$ cat src/hw/rtl/rts_pkg.sv
// Shared types and constants for the RPM threshold sequencer.
`timescale 1ns / 1ps

package rts_pkg;

    // Request and result payloads
    typedef struct packed {
        logic [1:0]  mode;
        logic [31:0] time_ms;
        logic        pulse_level;
    } rts_in_t;

    typedef struct packed {
        logic [1:0]  phase;
        logic [15:0] window_pulses;
    } rts_out_t;

    // Request modes
    localparam logic [1:0] MODE_UPDATE = 2'd0;
    localparam logic [1:0] MODE_START  = 2'd1;
    localparam logic [1:0] MODE_RESET  = 2'd2;

    // Reported phase codes
    localparam logic [1:0] PHASE_READY  = 2'd0;
    localparam logic [1:0] PHASE_WAIT   = 2'd1;
    localparam logic [1:0] PHASE_COUNT  = 2'd2;
    localparam logic [1:0] PHASE_SIGNAL = 2'd3;

    // Internal one-hot phase state
    typedef enum logic [3:0] {
        PH_READY  = 4'b0001,
        PH_WAIT   = 4'b0010,
        PH_COUNT  = 4'b0100,
        PH_SIGNAL = 4'b1000
    } rts_phase_t;

    // Configuration register indexes
    localparam int CFG_IDX_W = 2;
    localparam logic [CFG_IDX_W-1:0] CFG_START_DELAY = 2'd0;
    localparam logic [CFG_IDX_W-1:0] CFG_THRESHOLD   = 2'd1;
    localparam logic [CFG_IDX_W-1:0] CFG_PPR         = 2'd2;

    // Timing constants, milliseconds
    localparam logic [31:0] WINDOW_MS = 32'd1000;
    localparam logic [31:0] SIGNAL_MS = 32'd3000;

    localparam logic [15:0] COUNT_MAX = 16'hFFFF;

    // Configuration handed to the core
    typedef struct packed {
        logic [31:0] start_delay_ms;
        logic [23:0] limit_product;   // rpm_threshold * pulses_per_rev
    } rts_cfg_t;

endpackage

$ cat src/hw/rtl/rpm_threshold_sequencer.sv
// Top level of the RPM threshold sequencer: request and result stages.
`timescale 1ns / 1ps

// Channel   Direction  Payload                              Handshake
// s_        in         mode, time_ms, pulse_level           s_valid / s_ready
// m_        out        phase, window_pulses                 m_valid / m_ready
// cfg_      in         start_delay_ms, rpm_threshold, ppr   cfg_we, no wait
//
// Request, then result register; one request per cycle while m_ready is high.
// The phase/stamp/count update is a single pass between the request register and
// the result register, so the state registers load with each advancing request.
// Reset (aresetn low, synchronous) clears both stages, the phase state and config, but sets ppr to 1.
// A stalled result holds the request register; s_ready drops only when both are full.
// The limit product is registered from the configuration registers after a write.

module rpm_threshold_sequencer (
    input  logic                          aclk,
    input  logic                          aresetn,
    input  logic                          s_valid,
    output logic                          s_ready,
    input  rts_pkg::rts_in_t              s_data,
    output logic                          m_valid,
    input  logic                          m_ready,
    output rts_pkg::rts_out_t             m_data,
    input  logic                          cfg_we,
    input  logic [rts_pkg::CFG_IDX_W-1:0] cfg_index,
    input  logic [31:0]                   cfg_wdata
);

    rts_pkg::rts_cfg_t cfg;
    rts_pkg::rts_in_t  req_reg;
    rts_pkg::rts_out_t res_reg;
    rts_pkg::rts_out_t result;
    logic              req_valid_reg;
    logic              res_valid_reg;
    logic              advance;

    // request moves into the result stage when that stage is free or draining
    assign advance = req_valid_reg && (!res_valid_reg || m_ready);
    assign s_ready = !req_valid_reg || advance;

    rts_cfg u_cfg (
        .aclk      (aclk),
        .aresetn   (aresetn),
        .cfg_we    (cfg_we),
        .cfg_index (cfg_index),
        .cfg_wdata (cfg_wdata),
        .cfg_out   (cfg)
    );

    rts_core u_core (
        .aclk    (aclk),
        .aresetn (aresetn),
        .step    (advance),
        .req     (req_reg),
        .cfg     (cfg),
        .result  (result)
    );

    // request stage
    always_ff @(posedge aclk) begin
        if (!aresetn) begin
            req_valid_reg <= 1'b0;
        end else if (s_ready) begin
            req_valid_reg <= s_valid;
        end
    end

    always_ff @(posedge aclk) begin
        if (s_valid && s_ready) begin
            req_reg <= s_data;
        end
    end

    // result stage
    always_ff @(posedge aclk) begin
        if (!aresetn) begin
            res_valid_reg <= 1'b0;
        end else if (advance) begin
            res_valid_reg <= 1'b1;
        end else if (m_ready) begin
            res_valid_reg <= 1'b0;
        end
    end

    always_ff @(posedge aclk) begin
        if (advance) begin
            res_reg <= result;
        end
    end

    assign m_valid = res_valid_reg;
    assign m_data  = res_reg;

`ifndef SYNTHESIS
    // backpressure only when both stages are occupied and the result is stalled
    a_ready_stall: assert property (@(posedge aclk) disable iff (!aresetn)
        !s_ready |-> req_valid_reg && res_valid_reg && !m_ready)
        else $error("request stage stalled without cause");

    // an advancing request always yields a result next cycle
    a_advance_result: assert property (@(posedge aclk) disable iff (!aresetn)
        advance |=> res_valid_reg)
        else $error("result lost after advance");

    // a stalled result is not overwritten
    a_no_overwrite: assert property (@(posedge aclk) disable iff (!aresetn)
        res_valid_reg && !m_ready |-> !advance)
        else $error("stalled result overwritten");
`endif

endmodule

$ cat src/hw/rtl/rts_cfg.sv
// Configuration registers and the precomputed speed limit product.
`timescale 1ns / 1ps

module rts_cfg (
    input  logic                           aclk,
    input  logic                           aresetn,
    input  logic                           cfg_we,
    input  logic [rts_pkg::CFG_IDX_W-1:0]  cfg_index,
    input  logic [31:0]                    cfg_wdata,
    output rts_pkg::rts_cfg_t              cfg_out
);

    logic [31:0] start_delay_reg;
    logic [15:0] threshold_reg;
    logic [7:0]  ppr_reg;
    logic [23:0] product_reg;

    always_ff @(posedge aclk) begin
        if (!aresetn) begin
            start_delay_reg <= 32'd0;
            threshold_reg   <= 16'd0;
            ppr_reg         <= 8'd1;
            product_reg     <= 24'd0;
        end else begin
            if (cfg_we) begin
                case (cfg_index)
                    rts_pkg::CFG_START_DELAY: start_delay_reg <= cfg_wdata;
                    rts_pkg::CFG_THRESHOLD:   threshold_reg   <= cfg_wdata[15:0];
                    rts_pkg::CFG_PPR:         ppr_reg         <= cfg_wdata[7:0];
                    default: ;
                endcase
            end
            // 16x8 product, registered from the configuration registers
            product_reg <= {8'd0, threshold_reg} * {16'd0, ppr_reg};
        end
    end

    assign cfg_out.start_delay_ms = start_delay_reg;
    assign cfg_out.limit_product  = product_reg;

endmodule

$ cat src/hw/rtl/rts_core.sv
// Phase state, window counter and per-request next-state logic.
`timescale 1ns / 1ps

module rts_core (
    input  logic                aclk,
    input  logic                aresetn,
    input  logic                step,
    input  rts_pkg::rts_in_t    req,
    input  rts_pkg::rts_cfg_t   cfg,
    output rts_pkg::rts_out_t   result
);

    rts_pkg::rts_phase_t phase_reg, phase_next;
    logic [31:0] stamp_reg, stamp_next;
    logic [15:0] count_reg, count_next;
    logic        prior_reg, prior_next;

    logic [31:0] span;
    logic [31:0] diff;
    logic        elapsed;
    logic [15:0] count_inc;
    logic [21:0] lhs;
    logic        slow;

    always_comb begin
        case (phase_reg)
            rts_pkg::PH_WAIT:   span = cfg.start_delay_ms;
            rts_pkg::PH_COUNT:  span = rts_pkg::WINDOW_MS;
            default:            span = rts_pkg::SIGNAL_MS;
        endcase
        diff    = req.time_ms - stamp_reg;
        elapsed = diff >= span;

        count_inc = count_reg;
        if (!prior_reg && req.pulse_level && count_reg != rts_pkg::COUNT_MAX) begin
            count_inc = count_reg + 16'd1;
        end
        // count * 60 = count * 64 - count * 4
        lhs  = {count_inc, 6'd0} - {4'd0, count_inc, 2'd0};
        slow = {2'd0, lhs} <= cfg.limit_product;
    end

    always_comb begin
        phase_next = phase_reg;
        stamp_next = stamp_reg;
        count_next = count_reg;
        prior_next = prior_reg;
        case (req.mode)
            rts_pkg::MODE_UPDATE: begin
                prior_next = req.pulse_level;
                case (phase_reg)
                    rts_pkg::PH_WAIT: begin
                        if (elapsed) begin
                            stamp_next = req.time_ms;
                            count_next = 16'd0;
                            phase_next = rts_pkg::PH_COUNT;
                        end
                    end
                    rts_pkg::PH_COUNT: begin
                        count_next = count_inc;
                        if (elapsed) begin
                            stamp_next = req.time_ms;
                            if (slow) begin
                                phase_next = rts_pkg::PH_SIGNAL;
                            end else begin
                                count_next = 16'd0;
                            end
                        end
                    end
                    rts_pkg::PH_SIGNAL: begin
                        if (elapsed) begin
                            phase_next = rts_pkg::PH_READY;
                        end
                    end
                    default: ;
                endcase
            end
            rts_pkg::MODE_START: begin
                if (phase_reg == rts_pkg::PH_READY) begin
                    stamp_next = req.time_ms;
                    phase_next = rts_pkg::PH_WAIT;
                end
            end
            rts_pkg::MODE_RESET: begin
                phase_next = rts_pkg::PH_READY;
            end
            default: ;
        endcase
    end

    always_ff @(posedge aclk) begin
        if (!aresetn) begin
            phase_reg <= rts_pkg::PH_READY;
            stamp_reg <= 32'd0;
            count_reg <= 16'd0;
            prior_reg <= 1'b0;
        end else if (step) begin
            phase_reg <= phase_next;
            stamp_reg <= stamp_next;
            count_reg <= count_next;
            prior_reg <= prior_next;
        end
    end

    always_comb begin
        case (phase_next)
            rts_pkg::PH_WAIT:   result.phase = rts_pkg::PHASE_WAIT;
            rts_pkg::PH_COUNT:  result.phase = rts_pkg::PHASE_COUNT;
            rts_pkg::PH_SIGNAL: result.phase = rts_pkg::PHASE_SIGNAL;
            default:            result.phase = rts_pkg::PHASE_READY;
        endcase
        result.window_pulses = count_next;
    end

`ifndef SYNTHESIS
    // counter moves by one edge at most, or clears
    a_count_step: assert property (@(posedge aclk) disable iff (!aresetn)
        count_reg == $past(count_reg) || count_reg == 16'd0
        || count_reg == $past(count_reg) + 16'd1)
        else $error("edge count jumped");

    // signaling is entered only from counting
    a_signal_entry: assert property (@(posedge aclk) disable iff (!aresetn)
        phase_reg == rts_pkg::PH_SIGNAL && $past(phase_reg) != rts_pkg::PH_SIGNAL
        |-> $past(phase_reg) == rts_pkg::PH_COUNT)
        else $error("signaling entered outside counting");

    // state holds when no request is applied
    a_hold_idle: assert property (@(posedge aclk) disable iff (!aresetn)
        !step |=> $stable(phase_reg) && $stable(stamp_reg) && $stable(count_reg))
        else $error("state changed without a request");
`endif

endmodule
$ cat config.mk
export PLATFORM = sky130hd
export DESIGN_NAME = rpm_threshold_sequencer
export DESIGN_NICKNAME = d
export VERILOG_FILES = /design/src/hw/rtl/rts_pkg.sv /design/src/hw/rtl/rpm_threshold_sequencer.sv /design/src/hw/rtl/rts_cfg.sv /design/src/hw/rtl/rts_core.sv
export SDC_FILE = /design/constraint.sdc
export NUM_CORES = 1
export LEC_CHECK = 0
export BUFFER_PORTS_ARGS = -buffer_cell sky130_fd_sc_hd__buf_2
export CAP_MARGIN = 10
export CORE_MARGIN = 2
export CORE_UTILIZATION = 50
export DETAILED_ROUTE_END_ITERATION = 7
export GPL_ROUTABILITY_DRIVEN = 0
export PLACE_DENSITY = 0.73
export SLEW_MARGIN = 20
export SYNTH_ARGS = -nofsm -noshare
export SYNTH_HDL_FRONTEND = slang
export SYNTH_SLANG_ARGS = --single-unit
$ cat constraint.sdc
create_clock -name aclk -period 11.8 [get_ports aclk]
set_input_delay 1.18 -clock aclk [delete_from_list [all_inputs] [get_ports aclk]]
set_output_delay 1.18 -clock aclk [all_outputs]
set_load 0.005 [all_outputs]
Word level (Yosys, flattened, before mapping). Cells that the tools add are included.

Register bits after elaboration: 188. Input port bits: 74. Output and inout bits: 20. Logic and storage cells: 76.

$add $sub $neg: 3. $mul: 1. $lt $le $gt $ge: 2. Equal/unequal tests: 15. Mux-type cells: 21. Reduce and logical (&&, ||, !) cells: 19.

Operators with widths (number): 32-bit one-hot mux with 2 select lines (2); 32-bit 2-to-1 mux (3); 16-bit 2-to-1 mux (5); 32-bit >= comparator (1); 16-bit one-hot mux with 2 select lines (1); 32-bit subtractor (1); 22-bit by 24-bit <= comparator with 1-bit output (1); 16-bit by 8-bit multiplier with 24-bit output (1); 4-bit one-hot mux with 3 select lines (2); 22-bit by 18-bit subtractor with 22-bit output (1); 4-bit 2-to-1 mux (5); 16-bit by 1-bit adder with 16-bit output, second input constant (1); 16-bit inequality test, second input constant (1); 4-bit by 2-bit equality test with 1-bit output, second input constant (2); 4-bit by 3-bit equality test with 1-bit output, second input constant (2); 4-bit equality test, second input constant (2); 2-bit AND reduction (4); 2-bit one-hot mux with 3 select lines (1); 5-bit AND reduction (1); 2-bit by 1-bit equality test with 1-bit output, second input constant (2); 2-bit equality test, second input constant (2); 4-bit by 1-bit equality test with 1-bit output, second input constant (1); 1-bit logical AND (4); 2-bit logical NOT (2); 7 further kinds (13).

Logic depth before layout (Yosys ltp). Gate-level depths: netlist of run 1.

Depth in word-level cells: 12. Gate-level depth with buffers: 29. Gate-level depth less buffers: 28.

Hierarchy. Synthesis of run 1 repeated with hierarchy kept, for this count alone.

Cell total of the unflattened synthesis: 1740. Area total of the unflattened synthesis: 15382.3 µm².

By module, submodules not included: rts_core (instances 1, cells each 907, area each 6931.6 µm²); rts_cfg (instances 1, cells each 771, area each 6755.2 µm²); rpm_threshold_sequencer (instances 1, cells each 62, area each 1695.4 µm²).

Least setup slack after synthesis of run 1. Ideal clock, no wire load.

Path kind: register to register. From: reg req_reg[1] in the netlist's numbering. To: reg u_core.stamp_reg[22]. Data arrival time: 5.941 ns. Required time: 11.672 ns. Slack: 5.731 ns. Cell stages (with the launch flop): 29. Buffers on the path: 1. Period minus slack after synthesis: 6.069 ns. Cell sequence: edfxtp_1 inv_1 ha_1 inv_1 fa_1 a21o_1 a21oi_1 o211ai_1 a21oi_1 o21ai_0 a41o_1 o41a_1 o31a_1 o21a_1 nor2_1 xnor2_1 ha_1 a21o_1 a21o_1 a21o_1 a21o_1 a21o_1 a221o_1 a31oi_1 a21oi_1 o211ai_1 buf_2 mux2i_1 nor2_1.

Cells in the longest elaborated chain, start to end: 4.

Ends and longest elaborated chain: start: declaration (line rpm_threshold_sequencer.sv:31) `rts_pkg::rts_in_t req_reg;`; start signal: assignment (line rpm_threshold_sequencer.sv:71) `req_reg <= s_data;`; 32-bit subtractor (line rts_core.sv:31) `diff = req.time_ms - stamp_reg;`; 32-bit >= comparator (line rts_core.sv:32) `elapsed = diff >= span;`; 2-bit by 1-bit inequality test with 1-bit output (no line); 5-bit AND reduction (no line); end signal: assignment (line rts_core.sv:99) `stamp_reg <= stamp_next;`; end: declaration (line rts_core.sv:14) `logic [31:0] stamp_reg, stamp_next;`.

Every way passes these cells. A chain may end at the register's enable or synchronous reset.

Final worst setup path of run 1.
From: reg req_reg[1] in the netlist's numbering. To: reg u_core.count_reg[7].

Cells in the longest elaborated chain, start to end: 5. Elaborated cells on any way between the ends: 6. Those cells by class: add/sub (1); order compare (1); mux (4).

Ends and longest elaborated chain: 32-bit subtractor (*) (line rts_core.sv:31); 32-bit >= comparator (*) (line rts_core.sv:32); 16-bit 2-to-1 mux, on equally long branches (line rts_core.sv:61, rts_core.sv:53); 16-bit one-hot mux with 2 select lines (*) (line rts_core.sv:51) `case (phase_reg)`; 16-bit 2-to-1 mux (*) (line rts_core.sv:48) `case (req.mode)`; end signal: assignment (line rts_core.sv:100) `count_reg <= count_next;`; end: declaration (line rts_core.sv:15) `logic [15:0] count_reg, count_next;`.

Mark *: on every way between the ends. The rest lies on a longest branch, timed or not.

==> metrics.json, run 1 <==
{
  "outcome": {
    "outcome": "finished, final reports clean"
  },
  "sta": {
    "max_slew_margin_pct": 40.40,
    "fin_skew_ps": 13.56,
    "final_max_slew_viol_count": 0,
    "finalCritPeriodShare_pct": 62.81,
    "unrepaired_setup_endpoints_after_global_routing": "no",
    "hold_ws_ps": 458.2,
    "max_clock_freq_mhz": 134.9,
    "setup_slack_ps": 4389,
    "finalSetupTns_ps": 0,
    "min_period_ps": 7411,
    "worst_slew_pin_slew_ps": 894.1,
    "setup_violations": 0,
    "timing.final.hold_violations": 0
  },
  "setup_path": {
    "worst_path_largest_cell_delay_ps": 670,
    "worst_path_max_delay_cell": "sky130_fd_sc_hd__a31oi_1",
    "critPathLaunchType": "flip-flop",
    "cell_with_the_most_instances_on_the_worst_path": "sky130_fd_sc_hd__a21o_1",
    "criticalPathCategory": "reg -> reg",
    "timing.critical_path.fanout_max": 23,
    "worstSetupEndpointType": "flip-flop",
    "worst_r2r_startpoint": "req_reg[1]",
    "slack_of_the_worst_reg_to_reg_path_ps": 4390,
    "worst-endpoint-required_ps": 12170,
    "timing.critical_path.arrival_ps": 7780,
    "worst_r2r_dst": "u_core.count_reg[7]",
    "ff2ff_path_depth": 28
  },
  "cells_and_area": {
    "antenna_cells_inserted": 0,
    "area_growth_pct": 8.839,
    "post-route-util_pct": 55.00,
    "final_net_count": 2018,
    "fillCellCount": 2582,
    "largest_reg_flops": 35,
    "layoutNonFillerInstCount": 2125,
    "non_filler_cell_area_final_sq_um": 15750,
    "mostFrequentLayoutCell": "sky130_fd_sc_hd__nand2_1",
    "layout-drive-gt1-share_pct": 8.673,
    "layout.cells.most_common_list": "269 x sky130_fd_sc_hd__nand2_1, 167 x sky130_fd_sc_hd__inv_1, 135 x sky130_fd_sc_hd__dfxtp_1"
  },
  "clock_tree": {
    "worst_skew_pair.late_latency_ps": 450,
    "cts.path.max_buffers": 2,
    "cts.htree.levels": 4,
    "tritoncts": "yes",
    "clock_sinks": 188,
    "post_cts_resized": 0,
    "postCtsSetupRepairBufs": 0,
    "clk_root_buffer_cell": "sky130_fd_sc_hd__clkbuf_16",
    "path_clk_slew_ps": 70,
    "cts_inserted_buffers": 17,
    "postCtsHoldBufs": 0
  },
  "global_routing": {
    "first_global_vias": 11600,
    "groute.usage.overall_pct": 21.78,
    "number_of_antenna_violations_at_the_first_check_in_global_routing": 1,
    "grt_pass1_wl_um": 54680,
    "grt_overflow": 0,
    "grt_max_degree": 107
  },
  "placed_design": {
    "count_of_port_buffers_added_during_placement": 93,
    "dpl.hpwl_um": 24050,
    "dp_cells": 2094,
    "area_post_placement_sq_um": 15160,
    "dp_slack_ps": 4507
  },
  "synthesis": {
    "yosysUniqueCellTypes": 74,
    "avgSynthCellArea_sq_um": 8.570,
    "synth.ff_latch_count": 188,
    "synth-seq-area-share_pct": 29.68,
    "syn_nets": 1977,
    "synth.cell_area_sq_um": 14470,
    "edff_count_synth": 53,
    "synth.yosys.warnings": 0,
    "ys_dominant_reg_cell": "sky130_fd_sc_hd__dfxtp_1",
    "synthesis.instances": 1688,
    "ys_async_sr_fraction_pct": 0
  },
  "worst_hold_path": {
    "min-delay-start": "u_cfg.start_delay_reg[15]",
    "holdCritPathClass": "reg -> reg",
    "hold_path_end": "u_cfg.start_delay_reg[15]",
    "hold_depth": 2
  },
  "route": {
    "wl_per_cell_um": 14.91,
    "first_drt_iteration_drcs": 873,
    "via_per_inst": 5.478,
    "drt_pass1_iterations": 5,
    "drt-total-wl_um": 31690,
    "route.detailed.drc": 0,
    "drt.antenna.violating_nets": 0,
    "num_vias": 11640
  },
  "floorplan": {
    "initial_utilization_pct": 50.54,
    "top_level_ports": 94,
    "die_w_um": 174.1,
    "core.rowCount": 62,
    "core_sq_um": 28630,
    "floorplan.die_area_sq_um": 30310,
    "fp.dieH_um": 174.1
  },
  "power": {
    "max-vdd-ir-drop_v": 0.00009841,
    "power.leakage_nw": 7.045,
    "power_density_nw_per_um2": 95.34,
    "power.total_mw": 1.501
  },
  "flow_run": {
    "number_of_maximum_capacitance_constraint_violations": 0
  }
}
[where the power goes]
| part | leakage (nW) | total, mW | switching (mW) | internal [mW] |
|---|---|---|---|---|
| combinational | 5.17 | 0.225 | 0.127 | 0.0978 |
| clock | 0.277 | 0.568 | 0.269 | 0.298 |
| sequential | 1.60 | 0.708 | 0.0218 | 0.686 |
| total | 7.04 | 1.50 | 0.419 | 1.08 |
[Yosys cell counts, types with 5 or more instances]
cell | n | area [sq um]
sky130_fd_sc_hd__nand2_1 | 269 | 1010
sky130_fd_sc_hd__inv_1 | 167 | 626.9
sky130_fd_sc_hd__dfxtp_1 | 135 | 2703
sky130_fd_sc_hd__ha_1 | 130 | 1627
sky130_fd_sc_hd__nor2_1 | 121 | 454.2
sky130_fd_sc_hd__a21oi_1 | 109 | 545.5
sky130_fd_sc_hd__fa_1 | 85 | 1702
sky130_fd_sc_hd__o21ai_0 | 76 | 380.4
sky130_fd_sc_hd__and2_1 | 70 | 437.9
sky130_fd_sc_hd__clkbuf_1 | 65 | 244.0
sky130_fd_sc_hd__edfxtp_1 | 53 | 1592
sky130_fd_sc_hd__xnor2_1 | 45 | 394.1
sky130_fd_sc_hd__mux2i_1 | 42 | 420.4
sky130_fd_sc_hd__a21o_1 | 33 | 247.7
sky130_fd_sc_hd__xor2_1 | 25 | 219.0
sky130_fd_sc_hd__nor3_1 | 24 | 120.1
sky130_fd_sc_hd__nand4_1 | 18 | 112.6
sky130_fd_sc_hd__nand3_1 | 16 | 80.08
sky130_fd_sc_hd__nor2b_1 | 15 | 93.84
sky130_fd_sc_hd__nand2b_1 | 14 | 87.58
sky130_fd_sc_hd__and3_1 | 13 | 81.33
sky130_fd_sc_hd__a211oi_1 | 11 | 82.58
sky130_fd_sc_hd__a31oi_1 | 10 | 62.56
sky130_fd_sc_hd__o21a_1 | 10 | 75.07
sky130_fd_sc_hd__buf_2 | 9 | 45.04
sky130_fd_sc_hd__o21bai_1 | 9 | 67.56
sky130_fd_sc_hd__or3_1 | 8 | 50.05
sky130_fd_sc_hd__o31ai_1 | 7 | 52.55
sky130_fd_sc_hd__o211ai_1 | 6 | 45.04
sky130_fd_sc_hd__a41oi_1 | 5 | 43.79
sky130_fd_sc_hd__or2_2 | 5 | 31.28
[worst max-delay path by stage]
stage	start	to	slack (ps)	cells after the start
after floorplan	req_reg[1]	u_core.stamp_reg[22]	5730	28
after global placement	req_reg[1]	u_core.count_reg[3]	4500	27
after detailed placement	req_reg[1]	u_core.count_reg[3]	4510	28
after CTS	req_reg[1]	u_core.count_reg[7]	4470	28
after global routing	req_reg[1]	u_core.count_reg[7]	3890	28
final	req_reg[1]	u_core.count_reg[7]	4390	28
[worst max-delay path: cells and delay by family, from the launching register on]
kind / cells / cell delay [ps]
AOI/OAI and AO/OA: 18 / 4460
and+or+nand+nor: 3 / 1120
adders and majority gates: 3 / 820
DFF: 1 / 390
buffers and inverters: 3 / 380
xor gates and xnor gates: 1 / 160
[cell type report]
type / count / area (sq um) / share of cell area [%]
sequential: 188 / 4294 / 27.27
clock inverter: 14 / 151.4 / 0.9615
multi-input combinational: 1255 / 9251 / 58.76
tap: 384 / 480.5 / 3.051
inverter: 169 / 635.6 / 4.037
clock buffer: 17 / 425.4 / 2.702
timing repair buffer: 98 / 506.7 / 3.218
[cells by family after synthesis]
| kind of cell | count (synthesis) | share of synthesized area (%) |
|---|---|---|
| AO/OA/AOI/OAI | 320 | 13.77 |
| XOR/XNOR | 70 | 4.238 |
| adder cells (fa/ha/maj) | 217 | 23.14 |
| buffers and inverters | 245 | 6.487 |
| flip-flops | 188 | 29.68 |
| multiplexers | 44 | 3.140 |
| AND/OR/NAND/NOR | 604 | 19.54 |
[routing by layer]
layer	track usage, %	vias to the layer above	wire length [um]
met5	0	-	13
met4	6.478	2	598
met3	3.609	54	1493
met1	28.05	5504	14250
li1	-	5764	-
met2	37.65	316	15330
Power figures use the tool's default switching activity.
==> run 2, diff against run 1 <==
Clock period 11.8 ns to 7.05 ns, I/O delays scaled along.
==> run 2 against run 1 <==
First-iteration DRC count decreased by 7.7%. Sequential cell count is the same. Sequential share of layout area is 0.17 points lower. Power up 68%. Non-clock buffer count increased by 9. Die area stayed put. Critical path depth unchanged. Clock skew grew 3.6 ps. Critical path type unchanged. Highest routed layer unchanged. Largest cell class unchanged. Utilization grew 0.38 points. Register-to-register slack got worse by 3900 ps.
==> metrics.json, run 2 (same netlist as run 1, synthesis figures left out) <==
{
  "outcome": {
    "outcome": "finished, final reports clean"
  },
  "placed_design": {
    "area_post_placement": {"value": 15240, "unit": "sq um", "change": "+0.49%"},
    "count_of_port_buffers_added_during_placement": {"value": 93, "change": "unchanged"},
    "dpl.hpwl": {"value": 24320, "unit": "um", "change": "+1.1%"},
    "dp_slack": {"value": 515.6, "unit": "ps", "change": "-3992 ps"},
    "dp_cells": {"value": 2103, "change": "+0.43%"}
  },
  "global_routing": {
    "number_of_antenna_violations_at_the_first_check_in_global_routing": {"value": 2, "change": "+1"},
    "groute.usage.overall": {"value": 21.90, "unit": "%", "change": "+0.12 points"},
    "first_global_vias": {"value": 11590, "change": "-0.14%"},
    "grt_pass1_wl": {"value": 54920, "unit": "um", "change": "+0.44%"},
    "grt_max_degree": {"value": 74, "change": "-31%"},
    "grt_overflow": {"value": 0, "change": "unchanged"}
  },
  "route": {
    "first_drt_iteration_drcs": {"value": 806, "change": "-7.7%"},
    "drt-total-wl": {"value": 32180, "unit": "um", "change": "+1.6%"},
    "num_vias": {"value": 11670, "change": "+0.29%"},
    "wl_per_cell": {"value": 15.07, "unit": "um", "change": "+1.0%"},
    "drt_pass1_iterations": {"value": 6, "change": "+1"},
    "drt.antenna.violating_nets": {"value": 0, "change": "unchanged"},
    "via_per_inst": {"value": 5.465, "change": "-0.22%"},
    "route.detailed.drc": {"value": 0, "change": "unchanged"}
  },
  "setup_path": {
    "criticalPathCategory": "reg -> reg",
    "worstSetupEndpointType": "flip-flop",
    "worst_path_max_delay_cell": "sky130_fd_sc_hd__or3_1",
    "cp_top_family": "compound AO/OA/AOI/OAI gates",
    "worst-endpoint-required": {"value": 7410, "unit": "ps", "change": "-4760 ps"},
    "cell_with_the_most_instances_on_the_worst_path": "sky130_fd_sc_hd__a21o_1",
    "worst_r2r_dst": "u_core.count_reg[3]",
    "slack_of_the_worst_reg_to_reg_path": {"value": 500, "unit": "ps", "change": "-3890 ps"},
    "cp_num_buf_inv": {"value": 3, "change": "unchanged"},
    "ff2ff_path_depth": {"value": 28, "change": "unchanged"},
    "worst_path_largest_cell_delay": {"value": 470, "unit": "ps", "change": "-200 ps"},
    "timing.critical_path.arrival": {"value": 6920, "unit": "ps", "change": "-860 ps"},
    "critPathLaunchType": "flip-flop",
    "worst_r2r_startpoint": "req_reg[1]",
    "timing.critical_path.fanout_max": {"value": 8, "change": "-65%"}
  },
  "worst_hold_path": {
    "hold_path_end": "req_reg[30]",
    "hold_depth": {"value": 1, "change": "-1"},
    "holdCritPathClass": "in -> reg",
    "min-delay-start": "s_data[30]"
  },
  "sta": {
    "max_clock_freq": {"value": 152.6, "unit": "MHz", "change": "+13%"},
    "hold_ws": {"value": 416.3, "unit": "ps", "change": "-41.91 ps"},
    "fin_skew": {"value": 17.15, "unit": "ps", "change": "+3.594 ps"},
    "setup_slack": {"value": 496.5, "unit": "ps", "change": "-3892 ps"},
    "final_max_slew_viol_count": {"value": 0, "change": "unchanged"},
    "min_period": {"value": 6554, "unit": "ps", "change": "-857.6 ps"},
    "finalCritPeriodShare": {"value": 92.96, "unit": "%", "change": "+30 points"},
    "finalSetupTns": {"value": 0, "unit": "ps", "change": "unchanged"},
    "worst_slew_pin_slew": {"value": 1018, "unit": "ps", "change": "+123.8 ps"},
    "unrepaired_setup_endpoints_after_global_routing": "no",
    "timing.final.hold_violations": {"value": 0, "change": "unchanged"},
    "setup_violations": {"value": 0, "change": "unchanged"},
    "max_slew_margin": {"value": 31.52, "unit": "%", "change": "-8.9 points"}
  },
  "floorplan": {
    "floorplan.die_area": {"value": 30310, "unit": "sq um", "change": "unchanged"},
    "die_w": {"value": 174.1, "unit": "um", "change": "unchanged"},
    "top_level_ports": {"value": 94, "change": "unchanged"},
    "core.rowCount": {"value": 62, "change": "unchanged"},
    "core": {"value": 28630, "unit": "sq um", "change": "unchanged"},
    "fp.dieH": {"value": 174.1, "unit": "um", "change": "unchanged"},
    "initial_utilization": {"value": 50.54, "unit": "%", "change": "unchanged"}
  },
  "clock_tree": {
    "postCtsHoldBufs": {"value": 0, "change": "unchanged"},
    "cts.htree.levels": {"value": 4, "change": "unchanged"},
    "cts_inserted_buffers": {"value": 17, "change": "unchanged"},
    "tritoncts": "yes",
    "worst_skew_pair.late_latency": {"value": 460, "unit": "ps", "change": "about the same"},
    "path_clk_slew": {"value": 80, "unit": "ps", "change": "about the same"},
    "clock_sinks": {"value": 188, "change": "unchanged"},
    "clk_root_buffer_cell": "sky130_fd_sc_hd__clkbuf_16",
    "cts.path.max_buffers": {"value": 2, "change": "unchanged"}
  },
  "cells_and_area": {
    "non_filler_cell_area_final": {"value": 15860, "unit": "sq um", "change": "+0.70%"},
    "largest_reg_flops": {"value": 35, "change": "unchanged"},
    "layout.cells.most_common_list": "268 x sky130_fd_sc_hd__nand2_1, 167 x sky130_fd_sc_hd__inv_1, 132 x sky130_fd_sc_hd__dfxtp_1",
    "post-route-util": {"value": 55.39, "unit": "%", "change": "+0.38 points"},
    "area_growth_pct": 9.600,
    "layout-drive-gt1-share": {"value": 9.480, "unit": "%", "change": "+0.81 points"},
    "final_net_count": {"value": 2027, "change": "+0.45%"},
    "mostFrequentLayoutCell": "sky130_fd_sc_hd__nand2_1",
    "layoutNonFillerInstCount": {"value": 2136, "change": "+0.52%"}
  },
  "flow_run": {
    "number_of_maximum_capacitance_constraint_violations": {"value": 0, "change": "unchanged"}
  },
  "power": {
    "power_density": {"value": 159.2, "unit": "nW/um^2", "change": "+67%"},
    "power.total": {"value": 2.524, "unit": "mW", "change": "+68%"},
    "power.leakage": {"value": 7.108, "unit": "nW", "change": "+0.90%"},
    "max-vdd-ir-drop": {"value": 0.0001549, "unit": "V", "change": "+57%"}
  }
}
run 2: layout make-up:
type / instances / area, sq um
Fill cell: 2557 / 12770
Multi-Input combinational cell: 1255 / 9254
Sequential cell: 188 / 4298
Inverter: 169 / 635.6
Timing Repair Buffer: 107 / 583.1
Tap cell: 384 / 480.5
Clock buffer: 18 / 429.2
Clock inverter: 14 / 172.7
Antenna cell: 1 / 2.502
run 2: where the power goes:
group / internal [mW] / leakage, nW / total (mW) / switching (mW)
combinational: 0.167 / 5.22 / 0.384 / 0.217
clock: 0.479 / 0.290 / 0.956 / 0.477
sequential: 1.15 / 1.60 / 1.18 / 0.0357
total: 1.79 / 7.11 / 2.52 / 0.730
run 2: worst register-to-register path, delay by kind of cell (launching register included):
family                     cells  cell delay [ps]
DFF                            1              380
and+or+nand+nor                3              970
AOI/OAI and AO/OA             18             3860
adders and majority gates      3              810
xor gates and xnor gates       1              140
buffers and inverters          3              320
run 2: how the worst max path moves through the flow:
| stage | from | end | slack [ps] | cells after the start |
|---|---|---|---|---|
| 2_1_floorplan | req_reg[1] | u_core.stamp_reg[22] | 980 | 28 |
| 3_3_place_gp | req_reg[1] | u_core.stamp_reg[30] | 730 | 29 |
| 3_5_place_dp | req_reg[1] | m_data[7] | 520 | 28 |
| 4_1_cts | req_reg[1] | m_data[11] | 420 | 28 |
| 5_1_grt | u_core.count_reg[1] | m_data[11] | 30 | 27 |
| 6_report | req_reg[1] | u_core.count_reg[3] | 500 | 28 |
run 2: repair_timing:
action                                  4_1_cts  5_1_grt
buffers inserted                              0        0
endpoints found under the setup margin        0       63
gates resized for setup                       0        7
run 2: metal layers:
| layer | global-route usage, % | share of wire [%] | up-vias |
|---|---|---|---|
| met2 | 38.51 | 49 | 344 |
| met5 | 0 | 0.040 | - |
| li1 | - | - | 5776 |
| met3 | 3.806 | 5.4 | 53 |
| met1 | 27.67 | 44 | 5499 |
| met4 | 6.127 | 1.7 | 2 |
==> run 3, diff against run 2 <==
Settings changed: PLACE_DENSITY 0.73 to default, PLACE_DENSITY_LB_ADDON from default to 0.05.
==> run 3 against run 2 <==
Clock-buffer cell count unchanged. Worst hold slack worse by 7.4 ps. Fmax is essentially flat. Clock power grew 2%. Largest cell class unchanged. Highest routed layer is now met4. Power rose by 0.43%.
==> metrics.json, run 3 (same netlist as run 1, synthesis figures left out) <==
{
  "power": {
    "internal_power_component": {"value": 1.807, "unit": "mW", "change": "+0.66%"},
    "power_frac_comb": {"value": 14.9, "unit": "%", "change": "-0.3 points"},
    "total_switching_power": {"value": 728.5, "unit": "uW", "change": "-0.15%"},
    "power_density": {"value": 159.4, "unit": "nW/um^2", "change": "+0.14%"},
    "clkPwrFrac": {"value": 38.3, "unit": "%", "change": "+0.4 points"},
    "power.total": {"value": 2.535, "unit": "mW", "change": "+0.43%"},
    "power.leakage": {"value": 7.152, "unit": "nW", "change": "+0.61%"},
    "sequential_group_share_of_total_power": {"value": 46.7, "unit": "%", "change": "-0.2 points"},
    "max-vdd-ir-drop": {"value": 0.0001508, "unit": "V", "change": "-2.6%"},
    "p_sw_share": {"value": 28.74, "unit": "%", "change": "-0.17 points"}
  },
  "clock_tree": {
    "tritoncts": "yes",
    "cts.path.max_buffers": {"value": 2, "change": "unchanged"},
    "path_clk_slew": {"value": 80, "unit": "ps", "change": "about the same"},
    "worst_skew_pair.late_latency": {"value": 460, "unit": "ps", "change": "about the same"},
    "clk_root_buffer_cell": "sky130_fd_sc_hd__clkbuf_16",
    "clock_sinks": {"value": 188, "change": "unchanged"},
    "postCtsHoldBufs": {"value": 0, "change": "unchanged"},
    "cts.htree.levels": {"value": 4, "change": "unchanged"},
    "cts_inserted_buffers": {"value": 17, "change": "unchanged"}
  },
  "floorplan": {
    "top_level_ports": {"value": 94, "change": "unchanged"},
    "fp.dieH": {"value": 174.1, "unit": "um", "change": "unchanged"},
    "die_w": {"value": 174.1, "unit": "um", "change": "unchanged"},
    "floorplan.die_area": {"value": 30310, "unit": "sq um", "change": "unchanged"},
    "initial_utilization": {"value": 50.54, "unit": "%", "change": "unchanged"},
    "core.rowCount": {"value": 62, "change": "unchanged"},
    "core": {"value": 28630, "unit": "sq um", "change": "unchanged"}
  },
  "worst_hold_path": {
    "hold_depth": {"value": 1, "change": "unchanged"},
    "hold_path_end": "req_reg[32]",
    "min-delay-start": "s_data[32]",
    "holdCritPathClass": "in -> reg"
  },
  "setup_path": {
    "slack_of_the_worst_reg_to_reg_path": {"value": 490, "unit": "ps", "change": "about the same"},
    "worst_path_max_delay_cell": "sky130_fd_sc_hd__o41a_1",
    "worst_setup_path_startpoint": "req_reg[1]",
    "cell_with_the_most_instances_on_the_worst_path": "sky130_fd_sc_hd__a21o_1",
    "timing.critical_path.arrival": {"value": 6860, "unit": "ps", "change": "-60 ps"},
    "cp_num_buf_inv": {"value": 4, "change": "+1"},
    "timing.critical_path.fanout_max": {"value": 32, "change": "+24"},
    "worst_path_largest_cell_delay": {"value": 450, "unit": "ps", "change": "-20 ps"},
    "worstSetupEndpointType": "flip-flop",
    "worst_r2r_dst": "u_core.stamp_reg[21]",
    "worst_r2r_startpoint": "req_reg[1]",
    "ff2ff_path_depth": {"value": 29, "change": "+3.6%"},
    "criticalPathCategory": "reg -> reg",
    "worst-endpoint-required": {"value": 7350, "unit": "ps", "change": "-60 ps"},
    "cp_top_family": "compound AO/OA/AOI/OAI gates",
    "critPathLaunchType": "flip-flop"
  },
  "route": {
    "wl_per_cell": {"value": 15.72, "unit": "um", "change": "+4.3%"},
    "topRoutingLayerUsed": "met4",
    "via_per_inst": {"value": 5.382, "change": "-1.5%"},
    "drt-total-wl": {"value": 33710, "unit": "um", "change": "+4.8%"},
    "first_drt_iteration_drcs": {"value": 764, "change": "-5.2%"},
    "dr_wl_met2": {"value": 15230, "unit": "um", "change": "-2.6%"},
    "detailroute.wirelength.met3": {"value": 1164, "unit": "um", "change": "-33%"},
    "drt.antenna.violating_nets": {"value": 0, "change": "unchanged"},
    "route.detailed.drc": {"value": 0, "change": "unchanged"},
    "drt_pass1_iterations": {"value": 6, "change": "unchanged"},
    "num_vias": {"value": 11540, "change": "-1.1%"},
    "detail_route.wirelength.met1": {"value": 16700, "unit": "um", "change": "+18%"}
  },
  "placed_design": {
    "dp_slack": {"value": 523.4, "unit": "ps", "change": "+7.832 ps"},
    "dpl.hpwl": {"value": 25570, "unit": "um", "change": "+5.2%"},
    "count_of_port_buffers_added_during_placement": {"value": 93, "change": "unchanged"}
  },
  "cells_and_area": {
    "final_net_count": {"value": 2036, "change": "+0.44%"},
    "layout-drive-gt1-share": {"value": 9.659, "unit": "%", "change": "+0.18 points"},
    "area_growth_pct": 9.911,
    "post-route-util": {"value": 55.55, "unit": "%", "change": "+0.16 points"},
    "layout.cells.most_common_list": "269 x sky130_fd_sc_hd__nand2_1, 167 x sky130_fd_sc_hd__inv_1, 135 x sky130_fd_sc_hd__dfxtp_1",
    "largest_reg_flops": {"value": 35, "change": "unchanged"},
    "mostFrequentLayoutCell": "sky130_fd_sc_hd__nand2_1",
    "fillCellCount": {"value": 2675, "change": "+4.6%"}
  },
  "global_routing": {
    "groute.usage.overall": {"value": 23.29, "unit": "%", "change": "+1.4 points"},
    "grt_overflow": {"value": 0, "change": "unchanged"},
    "grt_pass1_wl": {"value": 57290, "unit": "um", "change": "+4.3%"},
    "number_of_antenna_violations_at_the_first_check_in_global_routing": {"value": 1, "change": "-1"},
    "grt_max_degree": {"value": 98, "change": "+32%"},
    "first_global_vias": {"value": 11380, "change": "-1.8%"}
  },
  "sta": {
    "fin_skew": {"value": 20.54, "unit": "ps", "change": "+3.391 ps"},
    "hold_ws": {"value": 408.9, "unit": "ps", "change": "-7.429 ps"},
    "finalCritPeriodShare": {"value": 93.05, "unit": "%", "change": "+0.093 points"},
    "unrepaired_setup_endpoints_after_global_routing": "no",
    "min_period": {"value": 6560, "unit": "ps", "change": "+6.556 ps"},
    "final_max_slew_viol_count": {"value": 0, "change": "unchanged"},
    "max_slew_margin": {"value": 28.92, "unit": "%", "change": "-2.6 points"},
    "worst_slew_pin_slew": {"value": 1066, "unit": "ps", "change": "+48.34 ps"},
    "max_clock_freq": {"value": 152.4, "unit": "MHz", "change": "about the same"},
    "setup_violations": {"value": 0, "change": "unchanged"},
    "finalSetupTns": {"value": 0, "unit": "ps", "change": "unchanged"},
    "timing.final.hold_violations": {"value": 0, "change": "unchanged"},
    "setup_slack": {"value": 489.9, "unit": "ps", "change": "-6.556 ps"}
  },
  "flow_run": {
    "number_of_maximum_capacitance_constraint_violations": {"value": 0, "change": "unchanged"}
  },
  "outcome": {
    "outcome": "finished, final reports clean"
  }
}
-- run 3: area by class of cell --
| cell class | count | area [sq um] | share of cell area [%] |
|---|---|---|---|
| multi-input combinational | 1255 | 9245 | 58.14 |
| sequential | 188 | 4294 | 27.01 |
| timing repair buffer | 116 | 650.6 | 4.092 |
| inverter | 169 | 635.6 | 3.997 |
| tap | 384 | 480.5 | 3.022 |
| clock buffer | 18 | 450.4 | 2.833 |
| clock inverter | 14 | 141.4 | 0.8892 |
| antenna | 1 | 2.502 | 0.01574 |
-- run 3: layer usage --
metal	up-vias	GRT usage [%]
met5	-	0
met4	0	6.583
met3	43	3.806
met2	201	37.18
met1	5502	32.74
li1	5798	-
-- run 3: power by group through the flow --
| stage | Clock (mW) | Sequential (mW) | Combinational [mW] |
|---|---|---|---|
| floorplan | 0 | 1.19 | 0.285 |
| global placement | 0 | 1.21 | 0.372 |
| detailed placement | 0 | 1.21 | 0.379 |
| CTS | 0.995 | 1.18 | 0.383 |
| global route | 1.04 | 1.19 | 0.434 |
| finish | 0.972 | 1.18 | 0.379 |
-- run 3: worst max path at each step --
stage | end | slack, ps | depth (start not counted)
3_5_place_dp | u_core.count_reg[3] | 520 | 28
4_1_cts | u_core.stamp_reg[21] | 470 | 29
5_1_grt | u_core.count_reg[3] | 30 | 28
2_1_floorplan | u_core.stamp_reg[22] | 980 | 28
3_3_place_gp | u_core.stamp_reg[29] | 670 | 29
6_report | u_core.stamp_reg[21] | 490 | 29
-- run 3: repair_timing --
item	in CTS	in global routing
setup buffers	0	0
resized for setup	0	1
endpoints found under the setup margin	0	9
-- run 3: through the flow --
stage,instances,area [sq um]
floorplan,1688,14470
global placement,2112,15310
detailed placement,2112,15310
CTS,2144,15900
global route,2145,15900
finish,2145,15900
